$ cat config.mk
export PLATFORM = sky130hd
export DESIGN_NAME = mpdm_front
export DESIGN_NICKNAME = d
export VERILOG_FILES = /design/src/design/mpdm_pkg.sv /design/src/design/mpdm_front.sv
export SDC_FILE = /design/constraint.sdc
export NUM_CORES = 1
export LEC_CHECK = 0
export BUFFER_PORTS_ARGS = -buffer_cell sky130_fd_sc_hd__buf_2
export CAP_MARGIN = 30
export CORE_ASPECT_RATIO = 0.6
export CORE_MARGIN = 1
export CORE_UTILIZATION = 56
export DETAILED_ROUTE_END_ITERATION = 6
export PLACE_DENSITY = 0.95
export SYNTH_ARGS = -nofsm -noshare
export SYNTH_HDL_FRONTEND = slang
export SYNTH_SLANG_ARGS = --single-unit
$ cat constraint.sdc
create_clock -name clk -period 6.67 [get_ports clk]
set_input_delay 0.3335 -clock clk [delete_from_list [all_inputs] [get_ports clk]]
set_output_delay 0.3335 -clock clk [all_outputs]
set_load 0.03 [all_outputs]
$ cat src/design/mpdm_pkg.sv
// ----------------------------------------------------------------------------
// mpdm_pkg: shared types and constants of the multi-pattern DFA matcher
// Item kinds, action codes and the front-to-back queue entry.
// ----------------------------------------------------------------------------
package mpdm_pkg;

  localparam int NumStatesDef   = 1024;
  localparam int AlphabetDef    = 256;
  localparam int MatchEntriesDef = 4096;
  localparam int MaxMatchesDef  = 16;
  localparam int PatternIdsDef  = 1024;

  localparam logic [2:0] KIND_SCAN  = 3'd0;
  localparam logic [2:0] KIND_TRANS = 3'd1;
  localparam logic [2:0] KIND_RANGE = 3'd2;
  localparam logic [2:0] KIND_ENTRY = 3'd3;
  localparam logic [2:0] KIND_CTX   = 3'd4;

  localparam logic [1:0] ACT_REPORT = 2'd0;
  localparam logic [1:0] ACT_STOP   = 2'd1;

  // Queued item from front to back
  typedef struct packed {
    logic [2:0]  kind;
    logic [7:0]  data_byte;
    logic        last_in_buffer;
    logic [9:0]  state_index;
    logic [9:0]  next_state;
    logic [11:0] match_start;
    logic [4:0]  match_count;
    logic [11:0] entry_index;
    logic [9:0]  pattern_id;
    logic [1:0]  action;
  } mpdm_item_t;

endpackage

$ cat src/design/mpdm_front.sv
// ----------------------------------------------------------------------------
// mpdm_front: item intake
// Accepts command items, drops unused kinds, and queues the rest (2 deep).
// ----------------------------------------------------------------------------
module mpdm_front
  import mpdm_pkg::*;
(
  input  logic       clk,
  input  logic       rst,
  input  logic       start,
  input  mpdm_item_t item_in,
  output logic       busy,
  output logic       q_valid,
  output mpdm_item_t q_item,
  input  logic       q_pop
);

  mpdm_item_t slot [2];
  logic       rd_ptr;
  logic       wr_ptr;
  logic [1:0] fill;
  logic       push;
  logic       do_pop;

  assign busy    = (fill == 2'd2);
  assign q_valid = (fill != 2'd0);
  assign q_item  = slot[rd_ptr];
  assign do_pop  = q_pop && q_valid;
  // kinds above reset-context do nothing and are not queued
  assign push    = start && !busy && (item_in.kind <= KIND_CTX);

  always_ff @(posedge clk) begin
    if (push) slot[wr_ptr] <= item_in;
  end

  // queue pointers and fill
  always_ff @(posedge clk) begin
    if (rst) begin
      rd_ptr <= 1'b0;
      wr_ptr <= 1'b0;
      fill   <= 2'd0;
    end else begin
      if (push) wr_ptr <= ~wr_ptr;
      if (do_pop) rd_ptr <= ~rd_ptr;
      fill <= fill + {1'b0, push} - {1'b0, do_pop};
    end
  end

  a_fill_max: assert property (@(posedge clk) disable iff (rst) fill <= 2'd2)
    else $error("queue overfilled");
  a_no_pop_empty: assert property (@(posedge clk) disable iff (rst)
    (fill == 2'd0) |-> !do_pop) else $error("pop of empty queue");
  a_push_full: assert property (@(posedge clk) disable iff (rst)
    (fill == 2'd2) |-> !push) else $error("push into full queue");

endmodule

==> metrics, run 1 <==
outcome=completed; critical path's top delay family=flip-flops; DP Wirelength=around 6700 um; first drt pass iteration count=4; final setup fails=0; final hold viol count=0; WP data required=around 6.3 ns; Static Leak=2.633 nW; CTS Buf Count=17; CTS sink count=151; number of max-cap violations=0; core area=between 9000 and 10,000 um2; Yosys reg bits=151; Via Count=2,913; critical path type=reg2out; H-tree depth=4; Ports=roughly 150; worst hold path type=in2reg; setup TNS=0 ns; Yosys cell types=19; WL final=slightly above 10,000 um; fin. max-slew vios=0; maximum vdd drop=roughly 0.00031 V; first-pass GRT wire length=between 15,000 and 20,000 um; initial antenna violation count=1; total gr overflow=0; Net Count, Synth=around 330; Syn Inst Count=roughly 250; FMAX=approximately 420 MHz; clk_lat worst skew=0.40 ns; largest stage delay on the critical path=approximately 0.98 ns; DR vias/cell=5.193; type of origin of the critical path=register; Final period util=0.3555; FP Rows=27; Slew HR=0.3542; post-synthesis sequential area ratio=0.8050; Slew @ Worst Pin=a little under 1 ns; gpl congestion=about 0.76; initial core utilization=0.5910; Setup crit end kind=primary output; number of port buffers=approximately 150; clock-pin transition on the worst setup and hold timing paths=0.06 ns; nets=between 400 and 500; area grow syn2layout=25.94%; Vert. Die Dim=just under 80 um; Synth Cell Area=~5600 um2; CTS Hold Bufs=0; Slowest cell on crit path=dfxtp_4; Tot Pwr=between 2 and 3 mW; antenna-violating nets left=0; RSZ-0062 raised after global routing=no; crit-path max FO=73; PwrDens=around 410 nW/um2; YS warnings=0; share of post-route cells with drive strength above 1=0.5907; largest net degree at the start of global routing=74; crit path DAT=roughly 2.0 ns; crit path time final=around 2.4 ns; CP Buf/Inv Count=1; # DRC=0; crit path cell chain=mux2_2 -> buf_2; skew final=approximately 0.0056 ns; post_cts resized=0; Syn Area/Cell=between 20 and 25 um2; CTS Root Cell=clkbuf_16; CTS tree=done; DIE AREA=approximately 10,000 um2; R2R Setup Slk=~4.6 ns; Global Route Usage Sum=0.2081; initial DRC count=approximately 160; number of global-route vias before repair=between 3,000 and 4,000; Post-CTS Setup Inserts=0; average wire per standard cell=~18 um; Clock Tree Buf Depth=2; Die W=approximately 130 um
## registers in the layout, indices dropped and copies added (netlist names), named ones only
| signal | count |
|---|---|
| wr_ptr | 1 |
| rd_ptr | 1 |
| fill | 2 |
| slot | 146 |
## layout by cell type, fill, tap and decap left out, drive strengths merged
cell type	netlist	routed
buf	8	155
edfxtp	146	146
mux2	74	74
clkbuf	0	18
nor2	7	7
clkinv	0	7
dfxtp	5	5
inv	2	2
ha	2	2
clkinvlp	0	2
bufinv	0	2
nor2b	2	2
diode	0	1
o21a	1	1
or2	1	1
o21ai	1	1
nand3b	1	1
xnor2	1	1
xor2	1	1
and2	1	1
nor3	1	1
## per-stage QoR
stage | instances | hold WS, ns | setup WS (ns) | instance area, um2 | utilization
6_report | 561 | 0.1167 | 4.299 | 7015 | 0.7443
5_1_grt | 560 | 0.09371 | 4.163 | 7013 | 0.7441
4_1_cts | 560 | 0.09752 | 4.255 | 7013 | 0.7441
3_5_place_dp | 531 | 0.5049 | 4.464 | 6472 | 0.6867
3_3_place_gp | 529 | 0.4945 | 4.114 | 6432 | 0.6825
2_1_floorplan | 254 | 0.4051 | 2.448 | 5570 | -
## Yosys cell counts, drive strengths merged
master	n	share of area
or2	1	0.0011
nand3b	1	0.0036
o21a	1	0.0013
inv	2	0.0013
xnor2	1	0.0016
o21ai	1	0.0029
nor2	7	0.0047
mux2	74	0.15
nor3	1	0.00090
nor2b	2	0.0036
ha	2	0.0045
buf	8	0.016
edfxtp	146	0.79
dfxtp	5	0.018
xor2	1	0.0016
and2	1	0.0013
## where the power goes
group	internal, mW	switching [mW]
combinational	0.288	0.476
sequential	1.16	0.0917
clock	0.538	0.334
## layout make-up
class	instances	area [um2]
fill	578	2410
antenna	1	2.502
inverter	2	7.507
multi-input combinational	93	1003
clock inverter	11	111.4
tap	130	162.7
timing repair buffer	155	810.8
sequential	151	4488
clock buffer	18	429.2
## worst reg2reg max path, delay by kind of cell (launching register included)
family / cells / cell delay [ns]
buffers and inverters: 2 / 0.74
AND/OR/NAND/NOR: 3 / 0.58
flip-flops: 1 / 0.42
## worst paths after layout
| path | startpoint | endpoint | depth (start not counted) |
|---|---|---|---|
| worst min register to register | rd_ptr | rd_ptr | 2 |
| worst max-delay path | register | q_item[45] | 2 |
| worst min-delay path | item_in[5] | slot[1][5] | 1 |
| worst max register to register | fill[0] | slot[1][53] | 5 |
## cells by family after synthesis
kind of cell	count (synthesis)	synth area share
DFF	151	0.8050
muxes	74	0.1503
AOI/OAI and AO/OA	2	0.004269
adders and majority gates	2	0.004492
xor gates and xnor gates	2	0.003145
buffers and inverters	10	0.01752
and+or+nand+nor	13	0.01528
## per-layer routing
metal / vias to the layer above / routed length [um] / GRT usage
met4: 0 / 143 / 0.08506
met5: - / 0 / 0
li1: 1342 / - / -
met1: 1423 / 4324 / 0.2557
met2: 130 / 4860 / 0.3328
met3: 18 / 853 / 0.07951
No activity file was read; power rests on OpenSTA's default activity.
==> inputs of run 2 (changes only) <==
Settings changed: CORE_UTILIZATION 56 to 52, PLACE_DENSITY 0.95 to 0.89.
Clock period 6.67 ns to 2.3 ns, I/O delays scaled along.
==> metrics, run 2 (synthesized netlist as in run 1, its figures left out) <==
hold depth=3; initial DRC count=between 150 and 200; Clk pwr share=0.309; antenna-violating nets left=0; number of max-cap violations=0; core area=approximately 10,000 um2; total gr overflow=0; CTS Hold Bufs=between 70 and 80; area grow syn2layout=40.50%; type of origin of the critical path=register; outcome=completed; final hold slack=approximately 0.15 ns; Global Route Usage Sum=0.2206; commonest cells after routing, fill and taps aside=151 x buf_2, 146 x edfxtp_1, 74 x dlygate4sd3_1; Largest register FFs=about 150; clock-pin transition on the worst setup and hold timing paths=around 0.06 ns; Hold Crit Endpoint=wr_ptr; share of post-route cells with drive strength above 1=0.5108; number of global-route vias before repair=3,334; sequential share of power=0.403; FMAX=approximately 520 MHz; r2r endpoint=fill[1]; # DRC=0; critical path type=reg2out; post_cts resized=0; Die W=about 140 um; R2R Setup Slk=approximately 0.46 ns; RSZ-0062 raised after global routing=no; skew final=~0.012 ns; area of the multi-input gates=approximately 1000 um2; Cell Area, Placed=about 6500 um2; Via Count=around 3,200; min-delay src=start; Logic pwr share=0.288; Finished Core Util=0.7730; internal power=5.906 mW; PwrDens=about 1100 nW/um2; post-route cell area=roughly 8000 um2; nets=~580; Top reg by flops=slot; placed cell count=approximately 540; Vert. Die Dim=82.17 um; Switch Pwr=about 2.8 mW; DIE AREA=roughly 11,000 um2; crit-path max FO=20; DP Wirelength=6850 um; first-pass GRT wire length=about 17,000 um; FP Rows=28; WL final=between 10,000 and 15,000 um; reg2reg path depth=8; maximum vdd drop=0.001035 V; Post-CTS Setup Inserts=0; diode count=0; CTS Root Cell=clkbuf_16; Slew @ Worst Pin=about 0.43 ns; Slew HR=0.7153; WP data required=~2.2 ns; crit path DAT=between 1.5 and 2 ns; first drt pass iteration count=4; fin. max-slew vios=0; Static Leak=about 3.0 nW; Ports=roughly 150; crit path time final=1.926 ns; Sequential cell area=about 4500 um2; DR vias/cell=~5.0; CTS sink count=about 150; CTS Buf Count=17; Setup crit end kind=primary output; largest net degree at the start of global routing=46; worst hold path type=in2reg; worst reg2reg startpoint=fill[0]; average wire per standard cell=around 18 um; final setup fails=0; initial core utilization=0.5502; sw frac=0.3196; gpl congestion=0.7734; Clock Tree Buf Depth=2; final hold viol count=0; commonest non-fill, non-tap cell in the layout=buf_2; Final period util=0.8376; clk_lat worst skew=0.41 ns; Place WS=~0.46 ns; CTS tree=done; initial antenna violation count=0; Non-Filler Instances=between 600 and 700; fin worst setup slack=between 0.3 and 0.4 ns; H-tree depth=4; number of port buffers=between 150 and 200; largest registers=slot: 146 flops, fill: 2 flops; fillers=about 560
run 2: worst max path at each step:
stage	start	endpoint	slack (ns)	cells after the start
2_1_floorplan	fill[1]	slot[0][0]	-0.70	3
3_3_place_gp	fill[1]	fill[1]	0.64	8
3_5_place_dp	fill[0]	fill[1]	0.46	8
4_1_cts	register	q_item[48]	0.35	3
5_1_grt	register	q_item[31]	0.29	3
6_report	register	q_item[31]	0.37	3
run 2: worst max-delay path: stages (launching register included):
cell	delay, ns
dfxtp_4	0.53
buf_4	0.32
mux2_2	0.37
buf_2	0.18
run 2: metrics by stage:
step / power (mW) / TNS (ns)
after floorplan: 5.313 / -101.92
after global placement: 5.867 / 0
after detailed placement: 5.929 / 0
after CTS: 8.705 / 0
after global routing: 8.998 / 0
final: 8.681 / 0
run 2: power groups by stage:
stage	Sequential, mW	Combinational, mW	Clock (mW)
after global routing	3.52	2.63	2.84
after CTS	3.50	2.50	2.71
after floorplan	3.48	1.83	0
after detailed placement	3.55	2.38	0
after global placement	3.53	2.34	0
final	3.50	2.50	2.68
run 2: cell type report:
| class | count | share of cell area |
|---|---|---|
| flip-flops and latches | 151 | 0.5735 |
| repair buffers | 231 | 0.2018 |
| multi-input cells | 93 | 0.1282 |
| clock buffers | 18 | 0.05484 |
| well taps | 135 | 0.02158 |
| clock inverters | 14 | 0.01918 |
| inverters | 2 | 0.0009592 |
run 2: routing by layer:
| metal | up-vias | global-route usage | routed length [um] |
|---|---|---|---|
| met5 | - | 0 | 0 |
| met2 | 136 | 0.3689 | 5732 |
| met1 | 1601 | 0.2691 | 5013 |
| met3 | 16 | 0.07204 | 814 |
| li1 | 1489 | - | - |
| met4 | 0 | 0.09101 | 184 |
==> inputs of run 3 (changes only) <==
Clock period 2.3 ns to 1.9 ns, I/O delays scaled along.
==> metrics, run 3 (synthesized netlist as in run 1, its figures left out) <==
Via Count=roughly 3,200; Post-CTS Setup Inserts=0; Final period util=0.9302; diode count=0; Logic pwr share=0.286; average wire per standard cell=roughly 18 um; clock-pin transition on the worst setup and hold timing paths=approximately 0.060 ns; initial core utilization=0.5502; final setup fails=0; Static Leak=3.006 nW; crit path time final=about 1.8 ns; DR vias/cell=around 5.0; worst hold path type=in2reg; Setup crit end kind=register; maximum vdd drop=about 0.0010 V; commonest cells after routing, fill and taps aside=151 x buf_2, 146 x edfxtp_1, 74 x dlygate4sd3_1; WP data required=2.22 ns; Slew @ Worst Pin=0.2341 ns; type of origin of the critical path=input port; share of post-route cells with drive strength above 1=0.5148; DP Wirelength=roughly 6700 um; Largest register FFs=approximately 150; nets=between 500 and 600; Global Route Usage Sum=0.2160; setup TNS=0 ns; initial DRC count=135; worst reg2reg startpoint=fill[1]; area of the multi-input gates=between 1000 and 1500 um2; antenna-violating nets left=0; CTS Buf Count=17; PwrDens=about 1400 nW/um2; largest registers=slot: 146 flops, fill: 2 flops; clk_lat worst skew=0.40 ns; fillers=between 500 and 600; Vert. Die Dim=slightly above 80 um; sequential share of power=0.386; fin. max-slew vios=0; skew final=between 0.005 and 0.006 ns; total gr overflow=0; number of max-cap violations=0; r2r endpoint=fill[1]; Top reg by flops=slot; Tot Pwr=around 11 mW; outcome=completed; Cell Area, Placed=about 6500 um2; critical path type=in2reg; Finished Core Util=0.7820; crit-path max FO=4; number of global-route vias before repair=roughly 3,500; RSZ-0062 raised after global routing=no; Ports=152; H-tree depth=4; Switch Pwr=3.286 mW; commonest non-fill, non-tap cell in the layout=buf_2; Die W=roughly 140 um; Clock Tree Buf Depth=2; gpl congestion=between 0.7 and 0.8; post_cts resized=0; first drt pass iteration count=4; first-pass GRT wire length=about 17,000 um; FP Rows=28; min-delay src=start; core area=around 10,000 um2; crit path DAT=2.09 ns; WL final=11,500 um; Clk pwr share=0.328; FMAX=roughly 570 MHz; final hold slack=roughly 0.11 ns; Hold Crit Endpoint=wr_ptr; reg2reg path depth=8; final hold viol count=0; CTS sink count=151; area grow syn2layout=42.14%; post-route cell area=slightly below 8000 um2; CTS Root Cell=clkbuf_16; sw frac=0.3030; CTS Hold Bufs=74; initial antenna violation count=0; DIE AREA=about 11,000 um2; CTS tree=done; # DRC=0; largest net degree at the start of global routing=41; hold depth=3; Slew HR=0.8439; internal power=7.561 mW; R2R Setup Slk=approximately 0.17 ns; number of port buffers=between 150 and 200; Sequential cell area=4491 um2
## run 3: changes by cell type in the layout (fill, tap and decap cells not counted), sizes merged
cell,change
clkinvlp,-3
bufinv,+3
inv,-2
clkinv,+1
clkbuf,-1
## run 3: metrics by stage
| stage | worst slack [ns] | std cells |
|---|---|---|
| floorplan | -0.2823 | 254 |
| global placement | 0.2433 | 538 |
| detailed placement | 0.1901 | 538 |
| CTS | 0.1718 | 642 |
| global route | 0.01408 | 642 |
| finish | 0.1327 | 642 |
## run 3: worst max-delay path: stages
cell	delay, ns
dlygate4sd3_1	0.54
buf_2	0.15
o21ai_4	0.17
nand3b_4	0.15
ha_1	0.30
inv_1	0.04
ha_1	0.19
xor2_1	0.15
and2_2	0.19
nor3_1	0.11
## run 3: layout make-up
cell class,instances,share of cell area
flip-flops and latches,151,0.5672
repair buffers,231,0.2042
multi-input cells,93,0.1267
clock buffers,17,0.05373
clock inverters,13,0.02592
well taps,135,0.02133
inverters,2,0.0009482
## run 3: power by group through the flow
stage	registers [mW]	clock network [mW]	logic [mW]
final	4.19	3.56	3.10
after floorplan	4.21	0	2.22
after CTS	4.19	3.62	3.11
after global routing	4.22	3.73	3.29
after global placement	4.22	0	2.91
after detailed placement	4.25	0	2.96
## run 3: worst max path at each step
stage                            from          to  depth (start not counted)
after floorplan               fill[1]  slot[0][0]                          3
after global placement        fill[1]     fill[1]                          8
after detailed placement      fill[1]     fill[1]                          8
after CTS                     fill[1]     fill[1]                          8
after global routing      item_in[71]     fill[1]                         10
final                     item_in[71]     fill[1]                         10
## run 3: per-layer routing
layer	vias to the layer above	share of wire	global-route usage
met2	135	0.50	0.3801
met4	0	0.015	0.09775
met5	-	0	0
li1	1492	-	-
met3	18	0.071	0.06227
met1	1597	0.41	0.2503
